**config.mk**
```make
export PLATFORM = sky130hd
export DESIGN_NAME = yrc_chroma
export DESIGN_NICKNAME = d
export VERILOG_FILES = /design/src/sv/yrc_pkg.sv /design/src/sv/yrc_chroma.sv
export SDC_FILE = /design/constraint.sdc
export NUM_CORES = 2
export LEC_CHECK = 0
export ABC_AREA = 1
export CAP_MARGIN = 20
export CORE_AREA = 10 10 398 400
export CTS_BUF_LIST = sky130_fd_sc_hd__clkbuf_4 sky130_fd_sc_hd__clkbuf_8
export DETAILED_ROUTE_END_ITERATION = 10
export DIE_AREA = 0 0 408 410
export DONT_BUFFER_PORTS = 1
export SYNTH_ARGS = -nofsm -noshare
export SYNTH_HDL_FRONTEND = slang
export SYNTH_SLANG_ARGS = --single-unit
```
**constraint.sdc**
```tcl
create_clock -name clock -period 8.9 [get_ports clock]
set_input_delay 0 -clock clock [delete_from_list [all_inputs] [get_ports clock]]
set_output_delay 0 -clock clock [all_outputs]
set_load 0.01 [all_outputs]
```
**src/sv/yrc_pkg.sv**
```systemverilog
// Shared types and constants for the YCbCr 4:2:2 / 4:4:4 to RGB converter.
// Holds filter and matrix coefficients, stage payload structs and register codes.
// No dependencies.
`timescale 1ns / 1ps
`default_nettype none

package yrc_pkg;

   localparam int FILTER_TAPS = 12;
   localparam int HALF_TAPS   = FILTER_TAPS / 2;
   localparam int CENTRE      = HALF_TAPS - 1;
   localparam int LAG         = HALF_TAPS;
   localparam int TAP_IDX_W   = $clog2(FILTER_TAPS);
   localparam int PEND_W      = $clog2(LAG + 1);
   localparam int CSR_INDEX_W = 2;
   localparam int FIR_W       = 27;
   localparam int MAT_W       = 27;

   typedef enum logic [CSR_INDEX_W-1:0] {
      CSR_MATRIX_SELECT = 2'd0,
      CSR_FILTER_SELECT = 2'd1,
      CSR_CHROMA_FULL   = 2'd2
   } csr_index_type;

   typedef logic [7:0]                   sample_type;
   typedef logic signed [17:0]           coef_type;
   typedef sample_type [FILTER_TAPS-1:0] window_type;
   typedef logic [15:0]                  luma_pair_type;

   // Half-band taps 0..5; taps 6..11 mirror them.
   localparam coef_type HALF_BAND [HALF_TAPS] = '{
      -18'sd382, 18'sd1331, -18'sd2930, 18'sd5889, -18'sd12303, 18'sd41163
   };

   localparam coef_type REC601_V_TO_R = 18'sd89831;
   localparam coef_type REC601_V_TO_G = 18'sd45757;
   localparam coef_type REC601_U_TO_G = 18'sd22050;
   localparam coef_type REC601_U_TO_B = 18'sd113538;
   localparam coef_type REC709_V_TO_R = 18'sd100902;
   localparam coef_type REC709_V_TO_G = 18'sd29994;
   localparam coef_type REC709_U_TO_G = 18'sd12002;
   localparam coef_type REC709_U_TO_B = 18'sd118894;

   typedef struct packed {
      sample_type luma_first;
      sample_type luma_second;
      sample_type cb_first;
      sample_type cr_first;
      sample_type cb_second;
      sample_type cr_second;
      logic       line_end;
   } pair_in_type;

   typedef struct packed {
      window_type cb_taps;
      window_type cr_taps;
      sample_type luma_even;
      sample_type luma_odd;
      sample_type cb_odd;
      sample_type cr_odd;
      logic       direct;
      logic       line_done;
   } taps_type;

   typedef struct packed {
      sample_type luma_even;
      sample_type luma_odd;
      sample_type cb_even;
      sample_type cr_even;
      sample_type cb_odd;
      sample_type cr_odd;
      logic       line_done;
   } pixel_pair_type;

   typedef struct packed {
      sample_type red_first;
      sample_type green_first;
      sample_type blue_first;
      sample_type red_second;
      sample_type green_second;
      sample_type blue_second;
      logic       line_done;
   } rgb_pair_type;

endpackage

`default_nettype wire

```
**src/sv/yrc_chroma.sv**
```systemverilog
// Odd-pixel chroma interpolation: rounded average or 12-tap half-band filter.
// Two registered stages (tap products, then sum and clamp). Depends on yrc_pkg.
`timescale 1ns / 1ps
`default_nettype none

module yrc_chroma (
   input  logic                   clock,
   input  logic                   reset,
   input  logic                   filter_select,
   input  logic                   in_valid,
   output logic                   in_ready,
   input  yrc_pkg::taps_type      in_data,
   output logic                   out_valid,
   input  logic                   out_ready,
   output yrc_pkg::pixel_pair_type out_data
);
   import yrc_pkg::*;

   typedef logic signed [FIR_W-1:0] fir_type;

   typedef struct packed {
      fir_type [HALF_TAPS-1:0] cb_prod;
      fir_type [HALF_TAPS-1:0] cr_prod;
      sample_type              cb_alt;
      sample_type              cr_alt;
      logic                    use_fir;
      sample_type              luma_even;
      sample_type              luma_odd;
      sample_type              cb_even;
      sample_type              cr_even;
      logic                    line_done;
   } fir_prod_type;

   logic           prod_v_ff, prod_v_in, out_v_ff, out_v_in;
   fir_prod_type   prod_ff, prod_in;
   pixel_pair_type out_ff, out_in;
   logic           prod_free, out_free;

   function automatic sample_type clamp_fir(fir_type [HALF_TAPS-1:0] p);
      fir_type acc;
      acc = '0;
      for (int j = 0; j < HALF_TAPS; j++) begin
         acc = acc + $signed(p[j]);
      end
      if (acc[FIR_W-1]) begin
         return 8'd0;
      end else if (|acc[FIR_W-2:24]) begin
         return 8'd255;
      end else begin
         return acc[23:16];
      end
   endfunction

   assign out_free  = !out_v_ff || out_ready;
   assign prod_free = !prod_v_ff || out_free;
   assign in_ready  = prod_free;

   // Stage 1: fold the symmetric taps and multiply.
   always_comb begin
      logic [8:0] cb_pair, cr_pair, cb_avg, cr_avg;
      prod_in = prod_ff;
      for (int j = 0; j < HALF_TAPS; j++) begin
         cb_pair = 9'(in_data.cb_taps[j]) + 9'(in_data.cb_taps[FILTER_TAPS-1-j]);
         cr_pair = 9'(in_data.cr_taps[j]) + 9'(in_data.cr_taps[FILTER_TAPS-1-j]);
         prod_in.cb_prod[j] = fir_type'($signed({1'b0, cb_pair})) * fir_type'(HALF_BAND[j]);
         prod_in.cr_prod[j] = fir_type'($signed({1'b0, cr_pair})) * fir_type'(HALF_BAND[j]);
      end
      cb_avg = 9'(in_data.cb_taps[CENTRE]) + 9'(in_data.cb_taps[CENTRE+1]) + 9'd1;
      cr_avg = 9'(in_data.cr_taps[CENTRE]) + 9'(in_data.cr_taps[CENTRE+1]) + 9'd1;
      prod_in.cb_alt    = in_data.direct ? in_data.cb_odd : cb_avg[8:1];
      prod_in.cr_alt    = in_data.direct ? in_data.cr_odd : cr_avg[8:1];
      prod_in.use_fir   = filter_select && !in_data.direct;
      prod_in.luma_even = in_data.luma_even;
      prod_in.luma_odd  = in_data.luma_odd;
      prod_in.cb_even   = in_data.cb_taps[CENTRE];
      prod_in.cr_even   = in_data.cr_taps[CENTRE];
      prod_in.line_done = in_data.line_done;
   end

   // Stage 2: sum, truncate and clamp, then pick the odd-pixel chroma.
   always_comb begin
      out_in.luma_even = prod_ff.luma_even;
      out_in.luma_odd  = prod_ff.luma_odd;
      out_in.cb_even   = prod_ff.cb_even;
      out_in.cr_even   = prod_ff.cr_even;
      out_in.cb_odd    = prod_ff.use_fir ? clamp_fir(prod_ff.cb_prod) : prod_ff.cb_alt;
      out_in.cr_odd    = prod_ff.use_fir ? clamp_fir(prod_ff.cr_prod) : prod_ff.cr_alt;
      out_in.line_done = prod_ff.line_done;
   end

   assign prod_v_in = prod_free ? in_valid : prod_v_ff;
   assign out_v_in  = out_free ? prod_v_ff : out_v_ff;

   always_ff @(posedge clock) begin
      if (reset) begin
         prod_v_ff <= 1'b0;
         out_v_ff  <= 1'b0;
      end else begin
         prod_v_ff <= prod_v_in;
         out_v_ff  <= out_v_in;
      end
   end

   always_ff @(posedge clock) begin
      if (in_valid && prod_free) begin
         prod_ff <= prod_in;
      end
      if (prod_v_ff && out_free) begin
         out_ff <= out_in;
      end
   end

   assign out_valid = out_v_ff;
   assign out_data  = out_ff;

endmodule

`default_nettype wire

```
==> metrics.yaml <==
status:
  outcome: "complete, no violations"
clock_tree:
  clkSinkCount: 367
  path_clk_slew_ps: 70
  clk_latency_ps: 800
  tritoncts: "built"
  cts_resized: 0
  cts_made_buffers: 73
  htreeDepth: 3
  cts_max_path_buffers: 3
  clock_tree.root_cell: "clkbuf_8"
detailed_routing:
  final_antenna_net_count: 0
  vias_per_cell: 4.506
  drt-initial-drc-count: 1679
  vias: 31940
  drt-total-wl_um: 119100
  firstDrtPassIters: 5
  drc_errors: 0
  wl_per_cell_um: 16.80
floorplanning:
  die_y_um: 410
  fp.dieArea_um2: 167300
  core_area_um2: 150800
  row_count: 143
  start_util_pct: 29.70
  fp.dieW_um: 408
  num_io_pins: 282
logic_synthesis:
  synthCells: 4667
  synth_top_flop_cell: "edfxtp_1"
  syn_nets: 6173
  synthXorXnorAreaFrac_pct: 5.333
  yosysWarnings: 0
  synth-compound-area-share_pct: 6.660
  synth_top_family_by_area: "adder cells"
  synth.distinct_cells: 51
  netlist_area_um2: 44790
  synth_seq_cells: 367
  synth_seq_area_share_pct: 24.56
  synthAdderAreaFrac_pct: 43.61
  avgSynthCellArea_um2: 9.597
  synth-simple-area-share_pct: 11.13
  synthArstFlopShare_pct: 0
  muxShareOfSynthArea_pct: 0
  synth_edf_count: 365
timing:
  fmax_mhz: 154.1
  finalCriticalPeriod_ps: 6491
  rsz0062_at_grt: "no"
  post-route-period-util_pct: 72.93
  worst-slew-pin-transition_ps: 1033
  finalHoldViolCount: 0
  setup_viol: 0
  skew_ps: 59.97
  slew_violations: 0
  timing.setup.tns_ps: 0
  slew_headroom_pct: 31.14
min_path:
  hold_class: "in -> reg"
critical_path:
  end_kind: "flop"
  cp.arrival_ps: 6970
  crit_required_ps: 9380
  critPathKind: "in -> reg"
  critPathMaxFanout: 5
  cp-start-kind: "input port"
placed_design:
  io_buffers: 0
  place.gp.congestion: 0.9000
  dp_hpwl_um: 99100
grt:
  grt_first_pass_wirelength_um: 188300
  grt_usage_pct: 14.29
  antenna_found_initial: 10
  grt_max_degree: 145
  overflow: 0
  grt_pass1_vias: 33990
job:
  drv_cap: 0
finish:
  regArea_um2: 11000
  drive_gt1_share_pct: 3.505
  layout_common_cells: "inv_1 (1028), ha_1 (798), nand2_1 (730)"
  syn_to_final_growth_pct: 14.98
  mostFrequentLayoutCell: "inv_1"
  fillers: 15290
  multiInputGateArea_um2: 29900
  nets: 6498
timing repair:
action,CTS,global route
buffers inserted,0,0
hold endpoints to repair,233,1
hold buffers,251,1
worst max-delay path: stages:
cell and delay [ps]:
dlygate4sd3_1 540, ha_1 290, dlygate4sd3_1 610, a21oi_1 160, nand2_1 110, xnor2_1 210
dlygate4sd3_1 600, inv_1 100, fa_1 650, inv_1 100, fa_1 630, inv_1 100
fa_1 510, xor2_1 190, ha_1 170, a21oi_1 60, fa_1 560, inv_1 40
ha_1 340, a21oi_1 300, o21ai_0 160, a21oi_1 130, nand2_1 90, nand3_1 70
nand2_1 60, xor2_1 170
logic make-up after synthesis:
| group | Yosys count |
|---|---|
| adders and majority gates | 1275 |
| and+or+nand+nor | 1184 |
| buffers and inverters | 1039 |
| AOI/OAI and AO/OA | 531 |
| DFF | 367 |
| xor gates and xnor gates | 271 |
per-stage QoR:
stage,util (%),instances,cell area [um2],setup slack [ps],hold slack (ps)
final,34.14,7087,51500,2409,58.99
after detailed placement,31.40,6695,47360,2972,72.73
after global placement,31.40,6695,47360,3019,70.46
after floorplan,-,4667,44790,1512,69.07
after global routing,34.14,7085,51500,1992,60.20
after CTS,34.13,7079,51470,2477,0.1514
layer usage:
metal	part of all wire [%]	global-route usage, %	routed length (um)
met1	45	18.38	53110
met2	47	23.75	55780
met3	5.8	3.327	6958
met4	2.7	4.313	3231
met5	0.012	0	14
synth_stat cells (5+ instances only):
master | instances | share of area [%]
a211oi_1 | 5 | 0.084
o21bai_1 | 30 | 0.50
or2_1 | 5 | 0.070
nor4_1 | 13 | 0.18
a21oi_1 | 286 | 3.2
nand2_1 | 730 | 6.1
ha_1 | 798 | 22
xor2_1 | 189 | 3.7
o21a_1 | 5 | 0.084
o211ai_1 | 7 | 0.12
a31oi_1 | 17 | 0.24
o21ai_0 | 102 | 1.1
nor3_1 | 29 | 0.32
o311ai_0 | 5 | 0.098
inv_2 | 5 | 0.042
fa_1 | 477 | 21
nand4_1 | 35 | 0.49
edfxtp_1 | 365 | 24
or2_2 | 10 | 0.14
o21ai_1 | 19 | 0.21
xnor2_1 | 80 | 1.6
o31ai_1 | 11 | 0.18
inv_1 | 1029 | 8.6
a21o_1 | 20 | 0.34
nand3_1 | 151 | 1.7
nor2_2 | 7 | 0.098
o2111ai_1 | 6 | 0.12
and2_1 | 5 | 0.070
nand2_2 | 11 | 0.15
nor2_1 | 173 | 1.4
flip-flops by register name, indices dropped and copies added (netlist names):
| register | flops |
|---|---|
| prod_ff | 283 |
| out_data | 49 |
| out_in | 33 |
| out_valid | 1 |
| prod_v_ff | 1 |
worst paths after layout:
| path | startpoint | cells after the start | slack [ps] | end |
|---|---|---|---|---|
| max | in_data[188] | 26 | 2410 | prod_ff[339] |
| min | in_data[50] | 2 | 60 | prod_ff[106] |
| max reg2reg | prod_ff[75] | 17 | 4640 | out_data[8] |
| min reg2reg | out_in[29] | 0 | 390 | out_data[29] |
cell type report:
| class | instances | area share, % |
|---|---|---|
| Sequential cell | 367 | 21.36 |
| Multi-Input combinational cell | 3261 | 58.06 |
| Clock inverter | 48 | 0.9742 |
| Timing Repair Buffer | 255 | 4.966 |
| Tap cell | 2030 | 4.932 |
| Clock buffer | 85 | 2.126 |
| Inverter | 1034 | 7.551 |
| Antenna cell | 7 | 0.03401 |
Power is left out: the tool's default activity adds up to more than one toggle a clock period on the data nets, which glitch-free logic cannot reach.
