`config.mk`:
```
export PLATFORM = sky130hd
export DESIGN_NAME = yrc_matrix
export DESIGN_NICKNAME = d
export VERILOG_FILES = /design/src/sv/yrc_pkg.sv /design/src/sv/yrc_matrix.sv
export SDC_FILE = /design/constraint.sdc
export NUM_CORES = 2
export LEC_CHECK = 0
export BUFFER_PORTS_ARGS = -buffer_cell sky130_fd_sc_hd__clkbuf_2
export CAP_MARGIN = 20
export CELL_PAD_IN_SITES_DETAIL_PLACEMENT = 0
export CELL_PAD_IN_SITES_GLOBAL_PLACEMENT = 2
export CORE_MARGIN = 4
export CORE_UTILIZATION = 47
export CTS_BUF_LIST = sky130_fd_sc_hd__clkbuf_8
export DETAILED_ROUTE_END_ITERATION = 12
export PLACE_DENSITY_LB_ADDON = 0.05
export SYNTH_ARGS = -nofsm -noshare
export SYNTH_HDL_FRONTEND = slang
export SYNTH_SLANG_ARGS = --single-unit
export TNS_END_PERCENT = 20
```
`constraint.sdc`:
```
create_clock -name clock -period 21 [get_ports clock]
set_input_delay 3.15 -clock clock [delete_from_list [all_inputs] [get_ports clock]]
set_output_delay 3.15 -clock clock [all_outputs]
set_load 0.02 [all_outputs]
```
`src/sv/yrc_pkg.sv`:
```
// Shared types and constants for the YCbCr 4:2:2 / 4:4:4 to RGB converter.
// Holds filter and matrix coefficients, stage payload structs and register codes.
// No dependencies.
`timescale 1ns / 1ps
`default_nettype none

package yrc_pkg;

   localparam int FILTER_TAPS = 12;
   localparam int HALF_TAPS   = FILTER_TAPS / 2;
   localparam int CENTRE      = HALF_TAPS - 1;
   localparam int LAG         = HALF_TAPS;
   localparam int TAP_IDX_W   = $clog2(FILTER_TAPS);
   localparam int PEND_W      = $clog2(LAG + 1);
   localparam int CSR_INDEX_W = 2;
   localparam int FIR_W       = 27;
   localparam int MAT_W       = 27;

   typedef enum logic [CSR_INDEX_W-1:0] {
      CSR_MATRIX_SELECT = 2'd0,
      CSR_FILTER_SELECT = 2'd1,
      CSR_CHROMA_FULL   = 2'd2
   } csr_index_type;

   typedef logic [7:0]                   sample_type;
   typedef logic signed [17:0]           coef_type;
   typedef sample_type [FILTER_TAPS-1:0] window_type;
   typedef logic [15:0]                  luma_pair_type;

   // Half-band taps 0..5; taps 6..11 mirror them.
   localparam coef_type HALF_BAND [HALF_TAPS] = '{
      -18'sd382, 18'sd1331, -18'sd2930, 18'sd5889, -18'sd12303, 18'sd41163
   };

   localparam coef_type REC601_V_TO_R = 18'sd89831;
   localparam coef_type REC601_V_TO_G = 18'sd45757;
   localparam coef_type REC601_U_TO_G = 18'sd22050;
   localparam coef_type REC601_U_TO_B = 18'sd113538;
   localparam coef_type REC709_V_TO_R = 18'sd100902;
   localparam coef_type REC709_V_TO_G = 18'sd29994;
   localparam coef_type REC709_U_TO_G = 18'sd12002;
   localparam coef_type REC709_U_TO_B = 18'sd118894;

   typedef struct packed {
      sample_type luma_first;
      sample_type luma_second;
      sample_type cb_first;
      sample_type cr_first;
      sample_type cb_second;
      sample_type cr_second;
      logic       line_end;
   } pair_in_type;

   typedef struct packed {
      window_type cb_taps;
      window_type cr_taps;
      sample_type luma_even;
      sample_type luma_odd;
      sample_type cb_odd;
      sample_type cr_odd;
      logic       direct;
      logic       line_done;
   } taps_type;

   typedef struct packed {
      sample_type luma_even;
      sample_type luma_odd;
      sample_type cb_even;
      sample_type cr_even;
      sample_type cb_odd;
      sample_type cr_odd;
      logic       line_done;
   } pixel_pair_type;

   typedef struct packed {
      sample_type red_first;
      sample_type green_first;
      sample_type blue_first;
      sample_type red_second;
      sample_type green_second;
      sample_type blue_second;
      logic       line_done;
   } rgb_pair_type;

endpackage

`default_nettype wire

```
`src/sv/yrc_matrix.sv`:
```
// YCbCr to RGB matrix for a pixel pair, Rec601 or Rec709 coefficients in signed Q2.16 (18 bits).
// Two registered stages (products, then quotient, add and clamp). Depends on yrc_pkg.
`timescale 1ns / 1ps
`default_nettype none

module yrc_matrix (
   input  logic                    clock,
   input  logic                    reset,
   input  logic                    matrix_select,
   input  logic                    in_valid,
   output logic                    in_ready,
   input  yrc_pkg::pixel_pair_type in_data,
   output logic                    out_valid,
   input  logic                    out_ready,
   output yrc_pkg::rgb_pair_type   out_data
);
   import yrc_pkg::*;

   typedef logic signed [MAT_W-1:0] mat_type;

   typedef struct packed {
      mat_type    vr;
      mat_type    vg;
      mat_type    ug;
      mat_type    ub;
      sample_type luma;
   } pix_prod_type;

   typedef struct packed {
      pix_prod_type even;
      pix_prod_type odd;
      logic         line_done;
   } mat_prod_type;

   logic         prod_v_ff, prod_v_in, out_v_ff, out_v_in;
   mat_prod_type prod_ff, prod_in;
   rgb_pair_type out_ff, out_in;
   logic         prod_free, out_free;
   coef_type     k_vr, k_vg, k_ug, k_ub;

   function automatic pix_prod_type products(sample_type y, sample_type cb, sample_type cr,
                                             coef_type vr, coef_type vg,
                                             coef_type ug, coef_type ub);
      logic signed [8:0] u, v;
      pix_prod_type      p;
      u      = $signed({1'b0, cb}) - 9'sd128;
      v      = $signed({1'b0, cr}) - 9'sd128;
      p.vr   = mat_type'(v) * mat_type'(vr);
      p.vg   = mat_type'(v) * mat_type'(vg);
      p.ug   = mat_type'(u) * mat_type'(ug);
      p.ub   = mat_type'(u) * mat_type'(ub);
      p.luma = y;
      return p;
   endfunction

   // Divide by 65536, rounding toward zero.
   function automatic logic signed [10:0] quot16(mat_type p);
      mat_type adj;
      adj = p + $signed({{(MAT_W-16){1'b0}}, {16{p[MAT_W-1]}}});
      return 11'(adj >>> 16);
   endfunction

   function automatic sample_type clamp8(logic signed [11:0] s);
      if (s[11]) begin
         return 8'd0;
      end else if (|s[10:8]) begin
         return 8'd255;
      end else begin
         return s[7:0];
      end
   endfunction

   function automatic logic [23:0] to_rgb(pix_prod_type p);
      logic signed [11:0] y, r, g, b;
      y = $signed({4'b0000, p.luma});
      r = y + 12'(quot16(p.vr));
      g = y - 12'(quot16(p.vg + p.ug));
      b = y + 12'(quot16(p.ub));
      return {clamp8(r), clamp8(g), clamp8(b)};
   endfunction

   assign k_vr = matrix_select ? REC709_V_TO_R : REC601_V_TO_R;
   assign k_vg = matrix_select ? REC709_V_TO_G : REC601_V_TO_G;
   assign k_ug = matrix_select ? REC709_U_TO_G : REC601_U_TO_G;
   assign k_ub = matrix_select ? REC709_U_TO_B : REC601_U_TO_B;

   assign out_free  = !out_v_ff || out_ready;
   assign prod_free = !prod_v_ff || out_free;
   assign in_ready  = prod_free;

   always_comb begin
      prod_in.even = products(in_data.luma_even, in_data.cb_even, in_data.cr_even,
                              k_vr, k_vg, k_ug, k_ub);
      prod_in.odd  = products(in_data.luma_odd, in_data.cb_odd, in_data.cr_odd,
                              k_vr, k_vg, k_ug, k_ub);
      prod_in.line_done = in_data.line_done;
   end

   always_comb begin
      {out_in.red_first, out_in.green_first, out_in.blue_first}    = to_rgb(prod_ff.even);
      {out_in.red_second, out_in.green_second, out_in.blue_second} = to_rgb(prod_ff.odd);
      out_in.line_done = prod_ff.line_done;
   end

   assign prod_v_in = prod_free ? in_valid : prod_v_ff;
   assign out_v_in  = out_free ? prod_v_ff : out_v_ff;

   always_ff @(posedge clock) begin
      if (reset) begin
         prod_v_ff <= 1'b0;
         out_v_ff  <= 1'b0;
      end else begin
         prod_v_ff <= prod_v_in;
         out_v_ff  <= out_v_in;
      end
   end

   always_ff @(posedge clock) begin
      if (in_valid && prod_free) begin
         prod_ff <= prod_in;
      end
      if (prod_v_ff && out_free) begin
         out_ff <= out_in;
      end
   end

   assign out_valid = out_v_ff;
   assign out_data  = out_ff;

endmodule

`default_nettype wire

```
==> results.md <==
- Status: finished clean
- Clk Latency, worst-skew pair: 720 ps
- Avg Cell Area, Syn: 10.0 um^2
- Fin cells: 5450
- Port Buffers: 104
- Vias in the first global route: 28700
- Initial antenna violation count: 1
- Drt via density: 5.08
- Core Area: 86600 um^2
- Placed Cells: 5351
- Pwr/cell area: 155 nW/um^2
- Reg-to-Reg Start: prod_ff[192]$_DFFE_PP_
- Seq cells post-synth: 270
- H-tree depth: 2
- Hold Crit Start: out_in[0]$_DFFE_PP_
- Longest Clk Path Bufs: 3
- Area Growth Syn to Fin: 7.79%
- FMAX: 0.108 GHz
- Synth cell types: 88
- R2r setup slk: 12930 ps
- Sink Count: 270
- R2R cell count: 30
- Top_reg_cell synth: edfxtp_1
- Die Y: 303 um
- Final setup TNS: 0 ps
- Inserted Clock Buffers: 54
- Total GRT Usage: 21.5%
- Synth Cell Area: 41000 um^2
- Fin crit period: 9280 ps
- Gpl congestion: 0.862
- CTS resizes: 0
- Routed vias: 27700
- Slew Limit Fails: 0
- CP arrival: 9740 ps
- Critical Path Fanout Max: 28
- Die Footprint: 92000 um^2
- Async S/R FF share, synth: 0%
- Clk pwr share: 8.7%
- Largest net degree at the start of global routing: 161
- First-pass GRT wire length: 155000 um
- Required @ worst endpoint: 21460 ps
- YS warnings: 0
- Final #Nets: 5571
- Switch share: 48.2%
- Critical path class: input pin to register
- Routed WL: 95500 um
- Rows: 108
- # DRC: 0
- Worst Hold Path EP: out_data[0]$_DFFE_PP_
- CTS clk-pin slew, worst paths: 60 ps
- Peak VDD IR: 0.000158 V
- Final period util: 44.2%
- Routed WL per cell: 17.5 um
- Root Driver: clkbuf_8
- Seq/Total Area, Yosys: 19.7%
- Critical Path Sink Type: register
- Post-synth EDFFs: 268
- Number of setup violations in the final report: 0
- Hold WC Path Type: register to register
- Worst R2R End: out_data[38]$_SDFFCE_PP0P_
- Max-cap violations: 0
- Syn Inst Count: 4083
- Logic pwr share: 75.1%
- DRT antenna net count: 0
- CTS tree: built
- Cts hold-fix bufs: 0
- I/O pins: 105
- Slew at the pin closest to its max-slew limit: 940 ps
- Initial cell density of the core: 47.3%
- Post-DP HPWL: 80400 um
- Die X: 303 um
- CP Launch Type: input pin
- Worst Clk Skew: 40.1 ps
- NetSw: 0.00330 W
- Hold Violations, Final: 0
- Total gr overflow: 0
- Hold Crit Depth: 0
- DRT iter0 DRCs: 1049
- Drt first pass iters: 5
- Setup Buffers After CTS: 0
- Slew headroom: 35.7%
- RSZ-0062 raised after global routing: no
- Pint: 0.00355 W
- Seq pwr share: 16.3%
- Static leakage: 22.5 nW
- Share of post-route cells with drive strength above 1: 5.92%
==> stage by stage <==
step | hold slack [ps] | cell area (um^2) | util, % | setup slack, ps | power (W)
floorplan | 400 | 41100 | - | 11550 | 0.00506
global placement | 461 | 43100 | 49.7 | 11050 | 0.00629
detailed placement | 464 | 43100 | 49.7 | 10940 | 0.00628
CTS | 471 | 44200 | 51.0 | 11750 | 0.00695
global route | 478 | 44200 | 51.0 | 11210 | 0.00768
finish | 456 | 44200 | 51.0 | 11720 | 0.00685
==> cell type report <==
cell class / instances / area, um^2
Fill cell: 8189 / 42400
Multi-Input combinational cell: 2937 / 29600
Sequential cell: 270 / 8090
Inverter: 875 / 3280
Tap cell: 1155 / 1450
Clock buffer: 54 / 743
Timing Repair Buffer: 114 / 608
Clock inverter: 44 / 390
Antenna cell: 1 / 2.50
==> cells in the mapped netlist, types with 38 or more instances <==
master	instances	area share (%)
nor2b_1	47	0.72
and3_1	38	0.58
o21ai_0	83	1.0
a21o_1	91	1.7
nor2_1	187	1.7
o21bai_1	52	0.95
fa_1	442	22
or2_2	42	0.64
inv_1	875	8.0
nand3_1	61	0.74
xnor2_1	189	4.0
nand2_1	114	1.0
ha_1	823	25
nor3_1	56	0.68
a21oi_1	228	2.8
and2_1	45	0.69
edfxtp_1	268	20
xor2_1	65	1.4
==> worst max-delay path: stages <==
cell      delay (ps)
clkbuf_2          80
buf_4            230
nor2b_1          650
fa_1             570
fa_1             550
inv_1             50
fa_1             440
fa_1             500
fa_1             490
inv_1             40
ha_1             300
nor2b_1          140
o21ai_0          220
a21oi_1          140
a41o_1           280
o41ai_1          510
o21ai_0          280
o41ai_1          430
o211ai_1         210
o41ai_1          350
xnor2_1          100
==> power groups by stage <==
stage	logic (W)	registers [W]	clock network, W
6_report	0.00514	0.00111	0.000592
5_1_grt	0.00591	0.00113	0.000640
4_1_cts	0.00521	0.00112	0.000620
3_5_place_dp	0.00515	0.00113	0
3_3_place_gp	0.00516	0.00113	0
2_1_floorplan	0.00395	0.00111	0
==> cell families after synthesis <==
| group | share of synthesized area [%] |
|---|---|
| buf+inv | 8.33 |
| flops | 19.7 |
| mux | 0.146 |
| simple gates | 8.85 |
| compound gates | 10.8 |
| fa+ha+maj | 46.7 |
| other cells | 0.0183 |
| xor+xnor | 5.43 |
==> how the worst max path moves through the flow <==
stage / to / slack [ps] / depth (start not counted) / startpoint
6_report: prod_ff[232]$_DFFE_PP_ / 11720 / 21 / matrix_select
5_1_grt: prod_ff[232]$_DFFE_PP_ / 11210 / 21 / in_data[17]
4_1_cts: prod_ff[232]$_DFFE_PP_ / 11750 / 20 / in_data[17]
3_5_place_dp: prod_ff[232]$_DFFE_PP_ / 10940 / 20 / in_data[17]
3_3_place_gp: prod_ff[232]$_DFFE_PP_ / 11050 / 21 / matrix_select
2_1_floorplan: prod_ff[232]$_DFFE_PP_ / 11550 / 22 / matrix_select
==> cell usage in the layout (no fill, tap or decap), types with 61 or more instances in the layout <==
master and count:
nand3_1 61, clkbuf_2 104, nor2_1 187, xor2_1 65, fa_1 442, a21oi_1 228, ha_1 823, nand2_1 114
o21ai_0 83, xnor2_1 189, a21o_1 91, edfxtp_1 268, inv_1 888
==> per-layer routing <==
layer | part of all wire, % | global-route usage, % | vias to the layer above
met4 | 2.5 | 5.26 | 0
met2 | 47 | 36.0 | 378
met3 | 3.6 | 2.97 | 111
li1 | - | - | 14100
met1 | 47 | 29.6 | 13100
met5 | 0 | 0 | -
==> state kept, by name, summed over array words and instances, names as in the netlist <==
signal / cells
out_in: 1
out_data: 49
out_valid: 1
prod_v_ff: 1
prod_ff: 218
No activity file was read; power rests on OpenSTA's default activity.
